--- src/hdl/i2cm_pkg.sv ---
package i2cm_pkg;

  localparam int TICK_W  = 16;
  localparam int Q_DEPTH = 4;
  localparam int Q_AW    = $clog2(Q_DEPTH);

  localparam logic [2:0] CMD_NONE  = 3'd0;
  localparam logic [2:0] CMD_START = 3'd1;
  localparam logic [2:0] CMD_STOP  = 3'd2;
  localparam logic [2:0] CMD_WRITE = 3'd3;
  localparam logic [2:0] CMD_READ  = 3'd4;

  localparam logic [4:0] LAST_START = 5'd3;
  localparam logic [4:0] LAST_STOP  = 5'd2;
  localparam logic [4:0] LAST_WRITE = 5'd17;
  localparam logic [4:0] LAST_READ  = 5'd19;

  localparam logic [4:0] PH_ACK_DRIVE = 5'd16;
  localparam logic [4:0] PH_ACK_HIGH  = 5'd17;
  localparam logic [4:0] PH_ACK_LOW   = 5'd18;

  localparam logic [TICK_W-1:0] PHASE_TICKS_RESET = TICK_W'(250);

  typedef struct packed {
    logic       is_cmd;
    logic [2:0] op;
    logic [7:0] wbyte;
    logic       ackr;
    logic       sda;
  } q_item_t;

  typedef struct packed {
    logic       scl;
    logic       sda;
    logic       busy;
    logic       done;
    logic [7:0] rx;
    logic       nack;
    logic       rej;
  } res_t;

endpackage

--- src/hdl/i2cm_front.sv ---
module i2cm_front (
  input  logic                clk,
  input  logic                rst,
  input  logic                in_valid,
  output logic                in_stall,
  input  logic [2:0]          op,
  input  logic [7:0]          write_byte,
  input  logic                ack_release,
  input  logic                sda_in,
  output logic                q_valid,
  output i2cm_pkg::q_item_t   q_item,
  input  logic                q_pop
);

  i2cm_pkg::q_item_t              entry [i2cm_pkg::Q_DEPTH];
  logic [i2cm_pkg::Q_AW-1:0]      wr_ptr;
  logic [i2cm_pkg::Q_AW-1:0]      rd_ptr;
  logic [i2cm_pkg::Q_AW:0]        count;
  i2cm_pkg::q_item_t              item;
  logic                           push;
  logic                           pop;

  always_comb begin
    item.is_cmd = (op >= i2cm_pkg::CMD_START) && (op <= i2cm_pkg::CMD_READ);
    item.op     = op;
    item.wbyte  = write_byte;
    item.ackr   = ack_release;
    item.sda    = sda_in;
  end

  assign in_stall = (count == (i2cm_pkg::Q_AW+1)'(i2cm_pkg::Q_DEPTH));
  assign push     = in_valid && !in_stall;
  assign q_valid  = (count != '0);
  assign pop      = q_pop && q_valid;
  assign q_item   = entry[rd_ptr];

  always_ff @(posedge clk) begin
    if (push) begin
      entry[wr_ptr] <= item;
    end
  end

  always_ff @(posedge clk) begin
    if (rst) begin
      wr_ptr <= '0;
      rd_ptr <= '0;
      count  <= '0;
    end else begin
      if (push) wr_ptr <= wr_ptr + 1'b1;
      if (pop)  rd_ptr <= rd_ptr + 1'b1;
      if (push && !pop) begin
        count <= count + 1'b1;
      end else if (pop && !push) begin
        count <= count - 1'b1;
      end
    end
  end

  a_count_bound: assert property (@(posedge clk) disable iff (rst)
    count <= (i2cm_pkg::Q_AW+1)'(i2cm_pkg::Q_DEPTH)) else $error("queue overfill");
  a_ptr_gap: assert property (@(posedge clk) disable iff (rst)
    (wr_ptr - rd_ptr) == count[i2cm_pkg::Q_AW-1:0]) else $error("queue pointers out of step");
  a_pop_count: assert property (@(posedge clk) disable iff (rst)
    pop && !push |=> count == $past(count) - 1'b1) else $error("pop lost");

endmodule

--- src/hdl/i2cm_back.sv ---
module i2cm_back (
  input  logic                       clk,
  input  logic                       rst,
  input  logic                       q_valid,
  input  i2cm_pkg::q_item_t          q_item,
  output logic                       q_pop,
  input  logic                       cfg_we,
  input  logic [i2cm_pkg::TICK_W-1:0] cfg_data,
  output logic                       out_valid,
  input  logic                       out_stall,
  output i2cm_pkg::res_t             res
);

  logic [i2cm_pkg::TICK_W-1:0] phase_ticks;
  logic [2:0]                  cmd, cmd_next;
  logic [4:0]                  phase, phase_next;
  logic [i2cm_pkg::TICK_W-1:0] wait_cnt, wait_cnt_next;
  logic [7:0]                  shift, shift_next;
  logic                        ack_choice, ack_choice_next;
  logic [1:0]                  line, line_next;
  logic                        last_ack, last_ack_next;
  logic [7:0]                  rx_held, rx_held_next;
  logic [i2cm_pkg::TICK_W-1:0] eff;
  logic [i2cm_pkg::TICK_W:0]   wait_inc;
  logic [4:0]                  last_ph;
  logic                        ep_en;
  logic [4:0]                  ep_p;
  logic                        rej;
  logic                        done;
  logic                        take;
  i2cm_pkg::res_t              res_next;

  assign eff   = (phase_ticks == '0) ? i2cm_pkg::TICK_W'(1) : phase_ticks;
  assign take  = q_valid && (!out_valid || !out_stall);
  assign q_pop = take;

  always_comb begin
    case (cmd)
      i2cm_pkg::CMD_START: last_ph = i2cm_pkg::LAST_START;
      i2cm_pkg::CMD_STOP:  last_ph = i2cm_pkg::LAST_STOP;
      i2cm_pkg::CMD_WRITE: last_ph = i2cm_pkg::LAST_WRITE;
      default:             last_ph = i2cm_pkg::LAST_READ;
    endcase
  end

  always_comb begin
    cmd_next        = cmd;
    phase_next      = phase;
    wait_cnt_next   = wait_cnt;
    shift_next      = shift;
    ack_choice_next = ack_choice;
    line_next       = line;
    last_ack_next   = last_ack;
    rx_held_next    = rx_held;
    rej             = 1'b0;
    done            = 1'b0;
    ep_en           = 1'b0;
    ep_p            = '0;
    wait_inc        = {1'b0, wait_cnt} + 1'b1;

    if (cmd != i2cm_pkg::CMD_NONE) begin
      rej = q_item.is_cmd;
      if (wait_inc >= {1'b0, eff}) begin
        wait_cnt_next = '0;
        if (cmd == i2cm_pkg::CMD_READ && phase < 5'd16 && !phase[0]) begin
          shift_next = {shift[6:0], q_item.sda};
        end
        if (cmd == i2cm_pkg::CMD_WRITE && phase == i2cm_pkg::PH_ACK_HIGH) begin
          last_ack_next = q_item.sda;
        end
        if (phase >= last_ph) begin
          if (cmd == i2cm_pkg::CMD_WRITE) line_next = 2'b00;
          if (cmd == i2cm_pkg::CMD_READ)  rx_held_next = shift_next;
          cmd_next   = i2cm_pkg::CMD_NONE;
          phase_next = '0;
          done       = 1'b1;
        end else begin
          ep_en = 1'b1;
          ep_p  = phase + 1'b1;
        end
      end else begin
        wait_cnt_next = wait_inc[i2cm_pkg::TICK_W-1:0];
      end
    end else if (q_item.is_cmd) begin
      cmd_next      = q_item.op;
      wait_cnt_next = '0;
      if (q_item.op == i2cm_pkg::CMD_WRITE) begin
        shift_next = q_item.wbyte;
      end else if (q_item.op == i2cm_pkg::CMD_READ) begin
        shift_next      = '0;
        ack_choice_next = q_item.ackr;
      end
      ep_en = 1'b1;
      ep_p  = '0;
    end

    if (ep_en) begin
      phase_next = ep_p;
      case (cmd_next)
        i2cm_pkg::CMD_START: begin
          if (ep_p == 5'd0)      line_next[1] = 1'b1;
          else if (ep_p == 5'd1) line_next[0] = 1'b1;
          else if (ep_p == 5'd2) line_next[1] = 1'b0;
          else                   line_next[0] = 1'b0;
        end
        i2cm_pkg::CMD_STOP: begin
          if (ep_p == 5'd0)      line_next[1] = 1'b0;
          else if (ep_p == 5'd1) line_next[0] = 1'b1;
          else                   line_next[1] = 1'b1;
        end
        i2cm_pkg::CMD_WRITE: begin
          if (ep_p < 5'd16) begin
            if (!ep_p[0]) begin
              line_next[1] = shift_next[7];
              line_next[0] = 1'b1;
            end else begin
              shift_next   = {shift_next[6:0], 1'b0};
              line_next[0] = 1'b0;
            end
          end else if (ep_p == i2cm_pkg::PH_ACK_DRIVE) begin
            line_next[1] = 1'b1;
          end else begin
            line_next[0] = 1'b1;
          end
        end
        default: begin
          if (ep_p < 5'd16) begin
            if (!ep_p[0]) line_next = 2'b11;
            else          line_next[0] = 1'b0;
          end else if (ep_p == i2cm_pkg::PH_ACK_DRIVE) begin
            line_next[1] = ack_choice_next;
          end else if (ep_p == i2cm_pkg::PH_ACK_HIGH) begin
            line_next[0] = 1'b1;
          end else if (ep_p == i2cm_pkg::PH_ACK_LOW) begin
            line_next[0] = 1'b0;
          end else begin
            line_next[1] = 1'b1;
          end
        end
      endcase
    end

    res_next.scl  = line_next[0];
    res_next.sda  = line_next[1];
    res_next.busy = (cmd_next != i2cm_pkg::CMD_NONE);
    res_next.done = done;
    res_next.rx   = rx_held_next;
    res_next.nack = last_ack_next;
    res_next.rej  = rej;
  end

  always_ff @(posedge clk) begin
    if (rst) begin
      phase_ticks <= i2cm_pkg::PHASE_TICKS_RESET;
      cmd         <= i2cm_pkg::CMD_NONE;
      phase       <= '0;
      wait_cnt    <= '0;
      shift       <= '0;
      ack_choice  <= 1'b1;
      line        <= 2'b11;
      last_ack    <= 1'b0;
      rx_held     <= '0;
      out_valid   <= 1'b0;
    end else begin
      if (cfg_we) phase_ticks <= cfg_data;
      if (take) begin
        cmd        <= cmd_next;
        phase      <= phase_next;
        wait_cnt   <= wait_cnt_next;
        shift      <= shift_next;
        ack_choice <= ack_choice_next;
        line       <= line_next;
        last_ack   <= last_ack_next;
        rx_held    <= rx_held_next;
        out_valid  <= 1'b1;
      end else if (!out_stall) begin
        out_valid  <= 1'b0;
      end
    end
  end

  always_ff @(posedge clk) begin
    if (take) res <= res_next;
  end

  a_idle_clean: assert property (@(posedge clk) disable iff (rst)
    cmd == i2cm_pkg::CMD_NONE |-> phase == '0 && wait_cnt == '0)
    else $error("idle with phase state left over");
  a_wait_bound: assert property (@(posedge clk) disable iff (rst)
    cmd != i2cm_pkg::CMD_NONE |-> wait_cnt != '1 && phase <= i2cm_pkg::LAST_READ)
    else $error("sequencer counters out of range");
  a_hold: assert property (@(posedge clk) disable iff (rst)
    !take |=> $stable(cmd) && $stable(phase) && $stable(line))
    else $error("sequencer moved without a transaction");
  a_done_idle: assert property (@(posedge clk) disable iff (rst)
    take && done |=> cmd == i2cm_pkg::CMD_NONE && !res.busy)
    else $error("done while still busy");

endmodule

--- src/hdl/i2c_master_bit_engine_core.sv ---
// Path: an input transaction reaches the earliest output transaction through the input queue
//   and then the back end's result register; an output stall can hold it in the queue.
// Throughput: one tick per cycle while a tick waits and the output register is free; the
//   back-end sequencer is fed from a 4-entry input queue and drained by one output register.
// Reset (rst, synchronous): queue emptied, internal line state released, sequencer idle,
//   phase_ticks back to 250; the result register is not reset; no clearing pass.
module i2c_master_bit_engine_core (
  input  logic        clk,
  input  logic        rst,
  input  logic        in_valid,
  output logic        in_stall,
  input  logic [2:0]  op,
  input  logic [7:0]  write_byte,
  input  logic        ack_release,
  input  logic        sda_in,
  output logic        out_valid,
  input  logic        out_stall,
  output logic        scl_release,
  output logic        sda_release,
  output logic        busy_res,
  output logic        done_res,
  output logic [7:0]  read_byte,
  output logic        nack_seen,
  output logic        rejected,
  input  logic        cfg_valid,
  output logic        cfg_ready,
  input  logic [15:0] cfg_data
);

  logic              q_valid;
  logic              q_pop;
  i2cm_pkg::q_item_t q_item;
  i2cm_pkg::res_t    res;

  assign cfg_ready = 1'b1;

  i2cm_front u_front (
    .clk         (clk),
    .rst         (rst),
    .in_valid    (in_valid),
    .in_stall    (in_stall),
    .op          (op),
    .write_byte  (write_byte),
    .ack_release (ack_release),
    .sda_in      (sda_in),
    .q_valid     (q_valid),
    .q_item      (q_item),
    .q_pop       (q_pop)
  );

  i2cm_back u_back (
    .clk       (clk),
    .rst       (rst),
    .q_valid   (q_valid),
    .q_item    (q_item),
    .q_pop     (q_pop),
    .cfg_we    (cfg_valid && cfg_ready),
    .cfg_data  (cfg_data),
    .out_valid (out_valid),
    .out_stall (out_stall),
    .res       (res)
  );

  assign scl_release = res.scl;
  assign sda_release = res.sda;
  assign busy_res    = res.busy;
  assign done_res    = res.done;
  assign read_byte   = res.rx;
  assign nack_seen   = res.nack;
  assign rejected    = res.rej;

endmodule
--- config.mk ---
export PLATFORM = sky130hd
export DESIGN_NAME = i2c_master_bit_engine_core
export DESIGN_NICKNAME = d
export VERILOG_FILES = /design/src/hdl/i2cm_pkg.sv /design/src/hdl/i2cm_front.sv /design/src/hdl/i2cm_back.sv /design/src/hdl/i2c_master_bit_engine_core.sv
export SDC_FILE = /design/constraint.sdc
export NUM_CORES = 1
export LEC_CHECK = 0
export BUFFER_PORTS_ARGS = -buffer_cell sky130_fd_sc_hd__buf_4
export CAP_MARGIN = 30
export CORE_MARGIN = 2
export CORE_UTILIZATION = 40
export DETAILED_ROUTE_END_ITERATION = 8
export SLEW_MARGIN = 30
export SYNTH_ARGS = -nofsm -noshare
export SYNTH_HDL_FRONTEND = slang
export SYNTH_SLANG_ARGS = --single-unit
export TNS_END_PERCENT = 100
--- constraint.sdc ---
create_clock -name clk -period 3.9 [get_ports clk]
set_input_delay 0.39 -clock clk [delete_from_list [all_inputs] [get_ports clk]]
set_output_delay 0.39 -clock clk [all_outputs]
set_load 0.005 [all_outputs]
==> run summary <==
Pwr/cell area - 623 mW/mm^2
FF-to-FF path depth - 17
IO Pins - 51
First-pass GRT wire length - 24,900 um
Clock tree sinks - 140
Post-synthesis mux area share - 8.88%
Total grt overflow - 0
Die Span Y - 136 um
Antenna violations before repair - 0
Status - completed
CTS Buf Count - 17
Final Power - 5170 uW
Max Cap Viol - 0
Critical Path Source - u_back.wait_cnt[2]
Die ar. - 0.0184 mm^2
Mapped Area - 0.00692 mm^2
Clock Root Buffer - clkbuf_16
P_leak - 0.00318 uW
Std cell rows - 48
Vias per inst - 5.45
Clock-pin slew on the worst setup and hold paths - 70 ps
Post-synthesis compound-gate area fraction - 13.8%
Post-DP Area - 0.00756 mm^2
Setup crit end kind - flip-flop
All-Layer GR Usage - 17.6%
Fin Setup TNS - 0 ps
Synth top area share - 30.4%
Fin area - 0.00830 mm^2
Switch share - 35.7%
Area delta synth->final - 20.0%
#FFs+latches synth - 140
Internal power - 3330 uW
Async set-or-reset flop fraction in the synthesized netlist - 0%
Simple-gate area share of the yosys netlist - 14.9%
Total number of vias - 5,114
Hold-fix buffers at CTS - 0
Clk Latency, worst-skew pair - 430 ps
Final setup vio count - 0
First DRT Iteration DRCs - 326
Post-Route WL - 15,300 um
Post-synth EDFFs - 70
Detailed placement HPWL - 10,800 um
Die W - 136 um
Max FO, Critical Path - 9
Cell variety after synth - 66
Critical R2R Launch - u_back.wait_cnt[2]
Critical Path RT - 4250 ps
Synth Net Count - 706
Arrival time worst endpoint - 4080 ps
Reg2reg setup slack - 170 ps
Share of post-route cells with drive strength above 1 - 21.4%
Worst r2r dst - u_back.shift[6]
Seq pwr share - 37.7%
Synth Flop Type - edfxtp_1
Vias in the first global route - 4,970
Post-synthesis adder-cell area fraction - 5.17%
Syn Area/Cell - 10.7 um^2
Seq/Total Area, Yosys - 50.6%
H-tree Lvls - 4
Gate power share - 31.6%
Synth warnings - 0
Cells after synthesis - 644
Ant diodes - 0
Final ANT Viol Nets - 0
VDD IR-drop max - 375 uV
CP Launch Type - flip-flop
Starting density of the core - 40.4%
Routability congestion estimate - 0.886
Clk buf depth - 2
I/O Buffers - 49
Largest net degree at the start of global routing - 56
Count of final hold-check violations - 0
CTS tree - built
Synth Area in XOR/XNOR - 3.04%
Minimum clock period - 3730 ps
Drt drc - 0
DR pass1 iterations - 5
Worst setup path end - u_back.shift[6]
Core area - 0.0171 mm^2
Fmax - 268 MHz
Relative slew slack - 49.6%
Area contributors post-synth - edfxtp_1 (30%), dfxtp_1 (20%), ha_1 (4.9%), mux4_2 (4.6%), nand2_1 (3.7%)
Clock skew - 12.3 ps
Largest family of logic cells by synthesized area - simple AND/OR/NAND/NOR gates
WL per Instance - 16.3 um
Psw - 1840 uW
Final nets - 763
Fin. max-slew vios - 0
Clock share of power - 30.7%
HP Start - write_byte[4]
Post-synth top area cell - edfxtp_1
Worst slew pin tran - 755 ps
Hold Crit Class - in -> reg
Crit Path Class - reg -> reg
Final period utilization - 95.7%
-- critical path, stage by stage (launching register included) --
cell and delay, ps:
dfxtp_2 370, and3_1 200, and3_1 240, and4_4 290
nand3_1 130, xnor2_2 170, ha_1 320, nand3_1 120
nor3_2 60, buf_4 140, o21a_2 140, buf_4 150
nor4_4 300, a21oi_4 100, nor4_4 240, buf_6 180
mux2_1 320, o22ai_1 160
-- layout by cell type (no fill, tap or decap), types with 3 or more instances in the layout --
cell       count
a211oi_2       3
a21o_1         3
a21oi_1       29
a222oi_1       6
a22o_1         3
a22oi_1       17
a31o_2         3
a31oi_1        3
and2_1         8
and3_1         6
buf_4         65
clkbuf_16     17
clkinv_4       3
clkinv_8       4
dfxtp_1       68
edfxtp_1      70
ha_1          26
inv_1         29
inv_6          3
inv_8          5
mux2_1         7
mux2i_1       22
mux4_2        14
nand2_1       68
nand3_1       18
nand4_1        4
nor2_1        62
nor2b_1        4
nor3_1        11
nor3_2         3
nor4_1         4
o211ai_1      11
o21ai_0       17
o21ai_1        9
o31ai_1        4
or3_1          6
xnor2_1       11
xnor2_2        3
xor2_1        10
-- metrics by stage --
stage | hold slack, ps | worst slack (ps) | util [%] | cells
CTS | 133 | 22.3 | 47.7 | 934
global route | 143 | -38.1 | 48.5 | 939
floorplan | 437 | 355 | - | 644
detailed placement | 453 | -65.9 | 44.2 | 902
global placement | 444 | 70.5 | 44.1 | 901
finish | 157 | 168 | 48.5 | 939
-- worst min-delay path by stage --
| stage | endpoint | slack (ps) | cells past startpoint |
|---|---|---|---|
| 4_1_cts | u_front.entry[1][6] | 130 | 1 |
| 3_3_place_gp | u_back.rx_held[2] | 440 | 2 |
| 6_report | u_front.entry[0][6] | 160 | 1 |
| 2_1_floorplan | u_back.rx_held[0] | 440 | 2 |
| 5_1_grt | u_front.entry[0][4] | 140 | 1 |
| 3_5_place_dp | u_back.rx_held[0] | 450 | 2 |
-- cell usage after synthesis, drive strengths merged, types with 8 or more instances --
master and count:
xor2 10, inv 29, xnor2 14, mux4 14, a21oi 33, nor3 14, nand2 70, nor2 62
and2 10, o211ai 13, edfxtp 70, o21ai 29, dfxtp 70, nand3 18, ha 27, a22oi 17
mux2i 22, buf 8, clkbuf 22
-- power by group through the flow --
stage,combinational [uW],sequential (uW),clock [uW]
2_1_floorplan,1120,1920,0
3_3_place_gp,1550,1980,0
3_5_place_dp,1570,1990,0
4_1_cts,1590,1950,1630
5_1_grt,1800,1980,1690
6_report,1630,1950,1590
-- cell families (layout without fill, tap and decap cells) --
logic type	count (synthesis)	after routing
other	1	1
DFF	140	140
and+or+nand+nor	212	212
AOI/OAI and AO/OA	137	137
muxes	43	43
buffers and inverters	59	129
xor gates and xnor gates	24	24
adders and majority gates	28	28
-- registers in the layout, summed over array words and instances, names as in the netlist, named ones only --
| name | cells |
|---|---|
| u_front.entry | 56 |
| u_back.phase_ticks | 16 |
| u_back.wait_cnt | 16 |
| u_back.res | 14 |
| u_back.rx_held | 8 |
| u_back.shift | 8 |
| u_back.phase | 5 |
| u_back.cmd | 3 |
| u_front.count | 3 |
| u_back.line | 2 |
| u_front.rd_ptr | 2 |
| u_front.wr_ptr | 2 |
| u_back.ack_choice | 1 |
| u_back.last_ack | 1 |
| u_back.out_valid | 1 |
-- metal layers --
metal / up-vias / track usage, % / wire, um
met4: 0 / 7.12 / 272
met5: - / 0 / 0
met2: 117 / 28.0 / 7240
met3: 24 / 3.74 / 602
met1: 2475 / 23.4 / 7170
li1: 2498 / - / -
-- final cells by class --
cell class              count  area [um^2]
multi-input cells         445         3280
fillers                  1499         8810
clock buffers              17          425
clock inverters            15          174
flip-flops and latches    140         3510
well taps                 225          282
repair buffers             68          524
inverters                  29          109
-- timing repair --
item                                    CTS  global route
setup buffers                             0             5
pin swaps                                 0             4
endpoints found under the setup margin    3            28
gates resized for setup                   3            22
No activity file was read; power rests on OpenSTA's default activity.
